<file path="src/hw/rtl/first_or_best_fit_block_allocator_defines.svh">
// Assertion macros used by the allocator top level.
`ifndef FIRST_OR_BEST_FIT_BLOCK_ALLOCATOR_DEFINES_SVH
`define FIRST_OR_BEST_FIT_BLOCK_ALLOCATOR_DEFINES_SVH

// Check a property while out of reset.
`define FBFA_ASSERT(name, prop, msg) \
  name: assert property (@(posedge clk) disable iff (rst) prop) else $error(msg);

// Check a property on every edge, reset included.
`define FBFA_ASSERT_ALWAYS(name, prop, msg) \
  name: assert property (@(posedge clk) prop) else $error(msg);

`endif

</file>
<file path="src/hw/rtl/fbfa_pkg.sv">
// Types and constants shared by the block allocator modules.
`timescale 1ns / 1ps

package fbfa_pkg;

  localparam int SIZE_W   = 20;
  localparam int OWNER_W  = 16;
  localparam int IDENT_W  = 4;
  localparam int STATUS_W = 2;

  localparam logic [STATUS_W-1:0] STATUS_GRANTED = 2'd0;
  localparam logic [STATUS_W-1:0] STATUS_NOFIT   = 2'd1;
  localparam logic [STATUS_W-1:0] STATUS_FULL    = 2'd2;
  localparam logic [STATUS_W-1:0] STATUS_INIT    = 2'd3;

  localparam logic REQ_INIT  = 1'b0;
  localparam logic REQ_ALLOC = 1'b1;

  localparam logic FIT_FIRST = 1'b0;
  localparam logic FIT_BEST  = 1'b1;

  localparam logic REG_MEMORY_SIZE  = 1'b0;
  localparam logic REG_FIT_STRATEGY = 1'b1;

  localparam logic [SIZE_W-1:0] MEMORY_SIZE_RESET = 20'd1024;

  typedef struct packed {
    logic [SIZE_W-1:0]  size;
    logic               used;
    logic [OWNER_W-1:0] owner;
    logic [IDENT_W-1:0] ident;
  } entry_t;

endpackage

</file>
<file path="src/hw/rtl/first_or_best_fit_block_allocator.sv">
// Top level of the first-fit / best-fit block allocator.
// Init request: writes entry 0 and goes to S_DONE. Allocate: scan one entry per cycle through a
// shared subtract/compare unit over the live entries (first-fit stops at its hit), then S_DECIDE
// refuses, or grants an exact fit through S_WRPOS; a split first does an upward shift of
// entry_count - pos - 1 words, then S_INSERT and S_WRPOS. Ready again as the result loads,
// once the previous word has left. rst is synchronous; S_CLEAR then writes entry 0.
`timescale 1ns / 1ps
`include "first_or_best_fit_block_allocator_defines.svh"

module first_or_best_fit_block_allocator #(
  parameter int MAX_BLOCKS = 16
) (
  input  logic        clk,
  input  logic        rst,
  // request stream
  input  logic        s_tvalid,
  output logic        s_tready,
  input  logic [39:0] s_tdata,   // [15:0] req_owner, [35:16] req_size, [39:36] zero
  input  logic [0:0]  s_tuser,   // [0] req_type
  // result stream
  output logic        m_tvalid,
  input  logic        m_tready,
  output logic [23:0] m_tdata,   // [3:0] block_id, [23:4] found_size
  output logic [1:0]  m_tuser,   // [1:0] status
  // configuration writes
  input  logic        cfg_wr_en,
  input  logic [0:0]  cfg_index,
  input  logic [19:0] cfg_data
);
  import fbfa_pkg::*;

  localparam int IW = $clog2(MAX_BLOCKS);
  localparam int CW = $clog2(MAX_BLOCKS + 1);

  // sequencer codes
  localparam logic [2:0] S_CLEAR  = 3'd0;
  localparam logic [2:0] S_IDLE   = 3'd1;
  localparam logic [2:0] S_SCAN   = 3'd2;
  localparam logic [2:0] S_DECIDE = 3'd3;
  localparam logic [2:0] S_SHIFT  = 3'd4;
  localparam logic [2:0] S_INSERT = 3'd5;
  localparam logic [2:0] S_WRPOS  = 3'd6;
  localparam logic [2:0] S_DONE   = 3'd7;

  logic [2:0]         state;

  // configuration registers
  logic [SIZE_W-1:0]  memory_size;
  logic               fit_strategy;

  // table bookkeeping
  logic [CW-1:0]      entry_count;

  // latched request
  logic [OWNER_W-1:0] req_owner;
  logic [SIZE_W-1:0]  req_size;

  // scan pipeline: issue address scan_idx, check the word read for chk_idx
  logic [CW-1:0]      scan_idx;
  logic               chk_valid;
  logic [IW-1:0]      chk_idx;

  // best candidate so far
  logic               best_found;
  logic [IW-1:0]      best_idx;
  logic [SIZE_W-1:0]  best_waste;
  logic [SIZE_W-1:0]  best_size;
  logic [IDENT_W-1:0] best_ident;

  // insert shift: read sh_rd, write the word one slot higher next cycle
  logic [IW-1:0]      sh_rd;
  logic [IW-1:0]      sh_wr;
  logic               sh_more;
  logic               sh_wvalid;

  // result held for the output register
  logic [STATUS_W-1:0] res_status;
  logic [IDENT_W-1:0]  res_ident;
  logic [SIZE_W-1:0]   res_size;

  // table port
  logic               tbl_we;
  logic [IW-1:0]      tbl_waddr;
  entry_t             tbl_wdata;
  logic [IW-1:0]      tbl_raddr;
  entry_t             tbl_rdata;

  // shared subtractor and its outcome
  logic [SIZE_W-1:0]  sub_a;
  logic [SIZE_W:0]    sub_diff;
  logic               fits;
  logic               better;
  logic               ff_hit;
  logic               issue;
  logic               in_accept;
  logic               out_free;

  fbfa_table #(
    .DEPTH (MAX_BLOCKS)
  ) u_table (
    .clk   (clk),
    .we    (tbl_we),
    .waddr (tbl_waddr),
    .wdata (tbl_wdata),
    .raddr (tbl_raddr),
    .rdata (tbl_rdata)
  );

  assign s_tready  = (state == S_IDLE);
  assign in_accept = s_tvalid && s_tready;
  assign out_free  = !m_tvalid || m_tready;

  // One subtractor serves both the fit test during the scan and the remainder at insert.
  assign sub_a    = (state == S_INSERT) ? best_size : tbl_rdata.size;
  assign sub_diff = {1'b0, sub_a} - {1'b0, req_size};
  assign fits     = !sub_diff[SIZE_W] && !tbl_rdata.used;
  assign better   = !best_found || (sub_diff[SIZE_W-1:0] < best_waste);
  assign ff_hit   = chk_valid && fits && (fit_strategy == FIT_FIRST);
  // Keep issuing reads until the live entries run out or first-fit has its block.
  assign issue    = (scan_idx < entry_count) && !ff_hit;

  // Table write and read selection.
  always_comb begin
    tbl_we    = 1'b0;
    tbl_waddr = '0;
    tbl_wdata = '{size: memory_size, used: 1'b0, owner: '0, ident: '0};
    tbl_raddr = scan_idx[IW-1:0];
    unique case (state)
      S_CLEAR: begin
        tbl_we = 1'b1;
      end
      S_IDLE: begin
        tbl_we = in_accept && (s_tuser[0] == REQ_INIT);
      end
      S_SHIFT: begin
        tbl_raddr = sh_rd;
        tbl_we    = sh_wvalid;
        tbl_waddr = sh_wr;
        tbl_wdata = tbl_rdata;
      end
      S_INSERT: begin
        // Remainder becomes a fresh free block right after the chosen one.
        tbl_we    = 1'b1;
        tbl_waddr = best_idx + IW'(1);
        tbl_wdata = '{size: sub_diff[SIZE_W-1:0], used: 1'b0, owner: '0,
                      ident: IDENT_W'(entry_count)};
      end
      S_WRPOS: begin
        tbl_we    = 1'b1;
        tbl_waddr = best_idx;
        tbl_wdata = '{size: req_size, used: 1'b1, owner: req_owner, ident: best_ident};
      end
      default: begin
      end
    endcase
  end

  // Configuration registers.
  always_ff @(posedge clk) begin
    if (rst) begin
      memory_size  <= MEMORY_SIZE_RESET;
      fit_strategy <= FIT_FIRST;
    end else if (cfg_wr_en) begin
      unique case (cfg_index[0])
        REG_MEMORY_SIZE:  memory_size  <= cfg_data;
        REG_FIT_STRATEGY: fit_strategy <= cfg_data[0];
        default: begin
        end
      endcase
    end
  end

  // Sequencer and control state.
  always_ff @(posedge clk) begin
    if (rst) begin
      state       <= S_CLEAR;
      entry_count <= CW'(1);
      chk_valid   <= 1'b0;
      best_found  <= 1'b0;
      sh_more     <= 1'b0;
      sh_wvalid   <= 1'b0;
    end else begin
      unique case (state)
        S_CLEAR: begin
          state <= S_IDLE;
        end
        S_IDLE: begin
          if (in_accept) begin
            if (s_tuser[0] == REQ_INIT) begin
              entry_count <= CW'(1);
              state       <= S_DONE;
            end else begin
              chk_valid  <= 1'b0;
              best_found <= 1'b0;
              state      <= S_SCAN;
            end
          end
        end
        S_SCAN: begin
          if (chk_valid && fits && better) begin
            best_found <= 1'b1;
          end
          chk_valid <= issue;
          if (!issue) begin
            state <= S_DECIDE;
          end
        end
        S_DECIDE: begin
          if (!best_found) begin
            state <= S_DONE;
          end else if (best_size != req_size) begin
            if (entry_count == CW'(MAX_BLOCKS)) begin
              state <= S_DONE;
            end else begin
              // Move entries above the chosen one up a slot, topmost first.
              sh_more   <= (best_idx != IW'(entry_count - CW'(1)));
              sh_wvalid <= 1'b0;
              state     <= S_SHIFT;
            end
          end else begin
            state <= S_WRPOS;
          end
        end
        S_SHIFT: begin
          sh_wvalid <= sh_more;
          if (sh_more) begin
            sh_more <= (sh_rd != best_idx + IW'(1));
          end
          if (!sh_more && !sh_wvalid) begin
            state <= S_INSERT;
          end
        end
        S_INSERT: begin
          entry_count <= entry_count + CW'(1);
          state       <= S_WRPOS;
        end
        S_WRPOS: begin
          state <= S_DONE;
        end
        S_DONE: begin
          if (out_free) begin
            state <= S_IDLE;
          end
        end
        default: begin
          state <= S_IDLE;
        end
      endcase
    end
  end

  // Datapath registers: request, scan pointers, best candidate, result.
  always_ff @(posedge clk) begin
    unique case (state)
      S_IDLE: begin
        req_owner  <= s_tdata[15:0];
        req_size   <= s_tdata[35:16];
        scan_idx   <= '0;
        res_status <= STATUS_INIT;
        res_ident  <= '0;
        res_size   <= '0;
      end
      S_SCAN: begin
        if (chk_valid && fits && better) begin
          best_idx   <= chk_idx;
          best_waste <= sub_diff[SIZE_W-1:0];
          best_size  <= tbl_rdata.size;
          best_ident <= tbl_rdata.ident;
        end
        chk_idx  <= scan_idx[IW-1:0];
        scan_idx <= scan_idx + CW'(1);
      end
      S_DECIDE: begin
        sh_rd <= IW'(entry_count - CW'(1));
        if (!best_found) begin
          res_status <= STATUS_NOFIT;
        end else begin
          res_status <= STATUS_FULL;
          res_size   <= best_size;
        end
      end
      S_SHIFT: begin
        sh_wr <= sh_rd + IW'(1);
        if (sh_more) begin
          sh_rd <= sh_rd - IW'(1);
        end
      end
      S_WRPOS: begin
        res_status <= STATUS_GRANTED;
        res_ident  <= best_ident;
      end
      default: begin
      end
    endcase
  end

  // Output register: load the result once the previous word has left.
  always_ff @(posedge clk) begin
    if (rst) begin
      m_tvalid <= 1'b0;
    end else if ((state == S_DONE) && out_free) begin
      m_tvalid <= 1'b1;
    end else if (m_tready) begin
      m_tvalid <= 1'b0;
    end
  end

  always_ff @(posedge clk) begin
    if ((state == S_DONE) && out_free) begin
      m_tdata <= {res_size, res_ident};
      m_tuser <= res_status;
    end
  end

  `FBFA_ASSERT(a_count_range, (entry_count >= CW'(1)) && (entry_count <= CW'(MAX_BLOCKS)), "entry count out of range")
  `FBFA_ASSERT(a_insert_grows, (state == S_INSERT) |=> (entry_count == $past(entry_count) + CW'(1)), "insert did not grow the table")
  `FBFA_ASSERT(a_one_at_a_time, (s_tvalid && s_tready) |=> !s_tready, "request taken while busy")
  `FBFA_ASSERT(a_full_only_when_full, ((state == S_DONE) && (res_status == STATUS_FULL)) |-> (entry_count == CW'(MAX_BLOCKS)), "table-full status with room left")

endmodule

</file>
<file path="src/hw/rtl/fbfa_table.sv">
// Block table storage: one write port, one registered read port.
`timescale 1ns / 1ps

module fbfa_table #(
  parameter int DEPTH = 16
) (
  input  logic                       clk,
  input  logic                       we,
  input  logic [$clog2(DEPTH)-1:0]   waddr,
  input  fbfa_pkg::entry_t           wdata,
  input  logic [$clog2(DEPTH)-1:0]   raddr,
  output fbfa_pkg::entry_t           rdata
);
  import fbfa_pkg::*;

  entry_t mem [DEPTH];

  always_ff @(posedge clk) begin
    if (we) begin
      mem[waddr] <= wdata;
    end
  end

  always_ff @(posedge clk) begin
    rdata <= mem[raddr];
  end

endmodule
</file>
<file path="config.mk">
export PLATFORM = sky130hd
export DESIGN_NAME = first_or_best_fit_block_allocator
export DESIGN_NICKNAME = d
export VERILOG_FILES = /design/src/hw/rtl/fbfa_pkg.sv /design/src/hw/rtl/first_or_best_fit_block_allocator.sv /design/src/hw/rtl/fbfa_table.sv
export VERILOG_INCLUDE_DIRS = /design/src /design/src/hw/rtl
export SDC_FILE = /design/constraint.sdc
export NUM_CORES = 1
export LEC_CHECK = 0
export BUFFER_PORTS_ARGS = -buffer_cell sky130_fd_sc_hd__buf_2
export CELL_PAD_IN_SITES_DETAIL_PLACEMENT = 0
export CELL_PAD_IN_SITES_GLOBAL_PLACEMENT = 1
export CORE_MARGIN = 2
export CORE_UTILIZATION = 40
export DETAILED_ROUTE_END_ITERATION = 6
export GPL_ROUTABILITY_DRIVEN = 0
export PLACE_DENSITY_LB_ADDON = 0.1
export RECOVER_POWER = 25
export SYNTH_ARGS = -nofsm -noshare
export SYNTH_HDL_FRONTEND = slang
export SYNTH_HIERARCHICAL = 1
export SYNTH_SLANG_ARGS = --single-unit
</file>
<file path="constraint.sdc">
create_clock -name clk -period 9.7 [get_ports clk]
set_input_delay 2.91 -clock clk [delete_from_list [all_inputs] [get_ports clk]]
set_output_delay 2.91 -clock clk [all_outputs]
set_load 0.05 [all_outputs]
</file>
==> metrics.yaml, run 1 <==
run_status:
  status: "finished with violations"
  failed_checks: "max-capacitance violations, max-slew violations"
floorplan:
  die_w_um: 253
  placementRows: 91
  die_h_um: 253
  pin_count: 95
  floorplan.initialDensity_pct: 40.2
  coreArea_mm2: 0.0615
  dieArea_mm2: 0.0639
timing:
  rsz0062_at_grt: "no"
  worst_slack_ns: 2.30
  hold_ws_ns: 0.417
  tns_ns: 0
  min_period_over_period_pct: 76.3
  fmax_ghz: 0.135
  fin_crit_ns: 7.40
  hold_viol: 0
  maxSlewViolCount: 60
  finClkSkew_ns: 0.0249
  worstMarginPinSlew_ns: 1.93
  relSlewSlack_pct: -28.7
  setup_viol: 0
logic_synthesis:
  synth_cells: 1563
  syn-num-nets: 1681
  avgSynthCellArea_um2: 15.8
  syn-cell-area_mm2: 0.0247
  ys_warn_count: 6
clock_tree:
  cts_root_buffer: "clkbuf_16"
  cts_tree: "done"
  cts_max_path_buffers: 3
  cts_hold_buf: 0
  cts_sinks: 596
  ctsResizeCount: 0
  cts_setup_buffers: 0
  htree_num_levels: 3
  cts_made_buffers: 68
  clock_latency_ns: 0.62
  clk_pin_slew_ns: 0.06
placement:
  numPortBuffers: 74
  place_ws_ns: 3.29
  dpl.hpwl_mm: 38.5
global_route:
  grt_pass1_wl_mm: 91.9
  antenna_found_initial: 1
  grt_pass1_vias: 13894
  grt_usage_pct: 19.9
  gr-total-overflow: 0
  grt_start_max_net_pins: 60
critical_path:
  path_cells: "clkbuf_1 -> inv_1 -> clkbuf_1 -> nor2_1 -> buf_4 -> mux2i_1 -> ha_1 -> fa_1 -> nor2b_1 -> o31ai_1 -> a21oi_1 -> o21ai_1 -> o21ai_0 -> xnor2_1 -> ha_1 -> a21o_1 -> a21o_1 -> a21o_1 -> a21oi_1 -> a21oi_1 -> nor3b_2 -> buf_4"
  cp_slowest_stage_delay_ns: 0.94
  cp_data_required_time_ns: 9.94
  path_class: "reg -> reg"
  end_kind: "flip-flop"
  start_kind: "flip-flop"
  cp_max_fo: 35
  crit_slowest_cell: "clkbuf_1"
  cp.arrival_ns: 7.64
  cp_top_family: "buffers and inverters"
  path_buf_inv: 5
layout:
  multi_input_area_mm2: 0.00699
  fin_nets: 1774
  nFillCells: 5427
  drive_gt1_share_pct: 19.5
  seq_area_mm2: 0.0173
  area_delta_synth_final_pct: 14.4
  n_antenna_cell: 0
route:
  routed_wl_mm: 62.5
  vias_per_cell: 5.45
  via_count: 13625
  drt-pass1-iter-count: 5
  detail-route-antenna-nets: 0
  wl_per_cell_um: 25.0
  drc: 0
  drt_iter0_markers: 1025
pwr:
  power_leakage_nw: 9.89
  powerDensity_mw_per_mm2: 288
  peakVddDrop_mv: 0.128
flow_run:
  max_cap_viol_count: 2
hold_path:
  holdCritPathClass: "reg -> reg"
==> path summary, 6_finish.rpt <==
check / startpoint / to / slack (ns) / depth (start not counted)
setup / recovery: state[2]$_SDFFE_PP0P_ / best_waste[16]$_DFFE_PP_ / 2.30 / 22
hold / removal: chk_idx[0]$_DFFE_PP_ / best_idx[0]$_DFFE_PP_ / 0.42 / 0
setup reg to reg: state[2]$_SDFFE_PP0P_ / best_waste[16]$_DFFE_PP_ / 2.30 / 22
hold reg to reg: chk_idx[0]$_DFFE_PP_ / best_idx[0]$_DFFE_PP_ / 0.42 / 0
==> layout by cell type (no fill, tap or decap), types with 17 or more instances in the layout <==
cell type / instances
xor2_1: 20
edfxtp_1: 537
ha_1: 50
xnor2_1: 36
dfxtp_1: 58
nand2_1: 171
clkbuf_16: 70
mux4_2: 100
a21o_1: 18
nor2_1: 57
and3_1: 31
o21ai_0: 22
mux2i_1: 24
a22oi_1: 50
a21oi_1: 62
nand3_1: 17
inv_1: 62
buf_2: 69
buf_4: 30
clkbuf_1: 33
==> per-stage QoR <==
step / utilization [%] / instances / cell area (um^2) / power (mW)
3_3_place_gp: 42.6 / 2376 / 26200 / 5.71
4_1_cts: 46.1 / 2501 / 28300 / 8.25
5_1_grt: 46.0 / 2501 / 28300 / 8.56
2_1_floorplan: - / 1563 / 24700 / 4.98
6_report: 46.0 / 2501 / 28300 / 8.15
3_5_place_dp: 42.6 / 2376 / 26200 / 5.72
==> final cells by class <==
cell class                      instances  area share [%]
Sequential cell                       596            61.1
Multi-Input combinational cell        818            24.7
Clock buffer                           96            6.67
Tap cell                              790            3.49
Timing Repair Buffer                  110            2.16
Clock inverter                         29            1.04
Inverter                               62           0.822
==> flip-flops by register name, summed over array words and instances, names as in the netlist, 5 cells and up <==
name / count
entry_count: 5
req_size: 20
memory_size: 20
res_size: 20
scan_idx: 5
u_table/rdata: 25
best_size: 20
best_waste: 20
m_tdata: 24
u_table/mem: 400
==> power breakdown <==
part	total [mW]	internal [mW]	switching (mW)	leakage, nW
Clock	2.50	1.46	1.04	1.07
Sequential	3.37	3.22	0.158	5.44
Combinational	2.27	0.873	1.40	3.38
Total	8.15	5.55	2.60	9.89
==> per-layer routing <==
| layer | vias up | wire, um | global-route usage [%] |
|---|---|---|---|
| li1 | 6205 | - | - |
| met1 | 7057 | 27900 | 27.1 |
| met3 | 83 | 2310 | 2.99 |
| met4 | 0 | 1440 | 5.48 |
| met2 | 280 | 30800 | 33.3 |
| met5 | - | 0 | 0 |
(Power assumes the default switching activity.)
==> inputs of run 2 (changes only) <==
Clock period 9.7 ns to 6.4 ns, I/O delays scaled along.
==> metrics.yaml, run 2 (synthesis results as in run 1) <==
critical_path:
  start_kind: "flip-flop"
  cp_top_family: "compound AO/OA/AOI/OAI gates"
  cp_data_required_time_ns: 6.63  # -3.31 ns
  cp.arrival_ns: 6.10  # -1.54 ns
  end_kind: "flip-flop"
  crit_slowest_cell: "o31ai_1"
  cp_max_fo: 35  # unchanged
  rrSetupSlack_ns: 0.53  # -1.77 ns
  path_buf_inv: 2  # -3
  path_cells: "inv_1 -> nor2_1 -> nand2_1 -> nand2_1 -> nand2_1 -> ha_1 -> nor2b_1 -> o31ai_1 -> a21oi_1 -> o21ai_1 -> o21ai_0 -> xnor2_1 -> ha_1 -> a21o_1 -> a21o_1 -> a21o_1 -> a21oi_1 -> a21oi_1 -> nor3b_4 -> buf_4"
  path_class: "reg -> reg"
  cp_slowest_stage_delay_ns: 0.59  # -0.35 ns
global_route:
  antenna_found_initial: 1  # unchanged
  grt_usage_pct: 20.2  # +0.31 points
  grt_start_max_net_pins: 71  # +18%
  gr-total-overflow: 0  # unchanged
  grt_pass1_wl_mm: 92.5  # +0.57%
  grt_pass1_vias: 13664  # -1.7%
pwr:
  p_sw_share_pct: 31.8  # -0.12 points
  p_int_mw: 8.50  # +53%
  powerDensity_mw_per_mm2: 437  # +52%
  peakVddDrop_mv: 0.210  # +65%
  comb_power_share_pct: 28.3  # +0.4 points
  p_clk_share_pct: 30.8  # about the same
  seqPwrFrac_pct: 41.0  # -0.4 points
  p_sw_mw: 3.96  # +52%
  power_leakage_nw: 9.99  # +0.96%
layout:
  final_cell_mix: "537 x edfxtp_1, 171 x nand2_1, 100 x mux4_2"
  layout_commonest_cell: "edfxtp_1"
  top_regs: "u_table/mem x400, u_table/rdata x25, m_tdata x24"
  largest_register_ffs: 400  # unchanged
  fin_nets: 1790  # +0.90%
  regMostFlops: "u_table/mem"
  post-route-util_pct: 46.3  # +0.30 points
  drive_gt1_share_pct: 20.3  # +0.86 points
  area_delta_synth_final_pct: 15.2
clock_tree:
  clk_pin_slew_ns: 0.06  # about the same
  cts_max_path_buffers: 3  # unchanged
  cts_made_buffers: 68  # unchanged
  cts_tree: "done"
  cts_hold_buf: 0  # unchanged
  ctsResizeCount: 0  # unchanged
  cts_root_buffer: "clkbuf_16"
  cts_sinks: 596  # unchanged
  cts_setup_buffers: 0  # unchanged
  htree_num_levels: 3  # unchanged
  clock_latency_ns: 0.61  # about the same
timing:
  hold_viol: 0  # unchanged
  finClkSkew_ns: 0.0229  # -0.00207 ns
  fin_crit_ns: 5.87  # -1.53 ns
  tns_ns: 0  # unchanged
  setup_viol: 0  # unchanged
  relSlewSlack_pct: -85.2  # -57 points
  rsz0062_at_grt: "no"
  worstMarginPinSlew_ns: 2.78  # +0.848 ns
  fmax_ghz: 0.170  # +26%
  maxSlewViolCount: 113  # +88%
  min_period_over_period_pct: 91.7  # +15 points
floorplan:
  dieArea_mm2: 0.0639  # unchanged
  pin_count: 95  # unchanged
  placementRows: 91  # unchanged
  coreArea_mm2: 0.0615  # unchanged
  die_w_um: 253  # unchanged
  die_h_um: 253  # unchanged
  floorplan.initialDensity_pct: 40.2  # unchanged
hold_path:
  holdCritPathClass: "reg -> reg"
run_status:
  status: "finished with violations"
  failed_checks: "max-capacitance violations, max-slew violations"
flow_run:
  max_cap_viol_count: 3  # +1
route:
  vias_per_cell: 5.43  # -0.24%
  routed_wl_mm: 63.2  # +1.1%
  detail-route-antenna-nets: 0  # unchanged
  via_count: 13663  # +0.28%
  drc: 0  # unchanged
  drt_iter0_markers: 967  # -5.7%
  drt-pass1-iter-count: 5  # unchanged
  wl_per_cell_um: 25.1  # +0.56%
placement:
  dpl.hpwl_mm: 39.4  # +2.3%
  numPortBuffers: 74  # unchanged
run 2: layout make-up:
class,count,area [um^2]
Clock buffer,89,1820
Inverter,62,233
Timing Repair Buffer,126,757
Multi-Input combinational cell,818,7000
Sequential cell,596,17300
Fill cell,5355,33000
Tap cell,790,988
Clock inverter,31,388
Antenna cell,2,5.00
run 2: layer usage:
metal  share of wire (%)  GRT usage (%)  routed length [um]  vias up
li1                    -              -                   -     6249
met1                  45           27.8               28700     7032
met2                  48           33.3               30600      289
met3                 3.8           3.19                2410       93
met4                 2.4           5.65                1520        0
met5                   0              0                   0        -
run 2: worst paths after layout:
path / from / end / cells after the start
max: state[0]$_SDFFE_PP0P_ / best_size[14]$_DFFE_PP_ / 20
min: res_size[8]$_SDFFCE_PN0P_ / m_tdata[12]$_DFFE_PP_ / 0
max reg2reg: state[0]$_SDFFE_PP0P_ / best_size[14]$_DFFE_PP_ / 20
min reg2reg: res_size[8]$_SDFFCE_PN0P_ / m_tdata[12]$_DFFE_PP_ / 0
run 2: power groups by stage:
| stage | Clock [mW] | Combinational, mW | Sequential [mW] |
|---|---|---|---|
| 3_3_place_gp | 0 | 3.51 | 5.17 |
| 6_report | 3.83 | 3.52 | 5.11 |
| 4_1_cts | 3.94 | 3.57 | 5.10 |
| 3_5_place_dp | 0 | 3.55 | 5.18 |
| 2_1_floorplan | 0 | 2.48 | 5.07 |
| 5_1_grt | 4.08 | 3.88 | 5.14 |
run 2: through the flow:
step	worst slack, ns	cells	power (mW)	hold slack (ns)	cell area [um^2]
after floorplan	0.0719	1563	7.55	0.400	24800
after global placement	0.620	2391	8.69	0.402	26300
after detailed placement	0.634	2391	8.73	0.405	26300
after CTS	0.550	2511	12.6	0.420	28500
after global routing	0.176	2512	13.1	0.428	28500
final	0.532	2514	12.5	0.418	28500
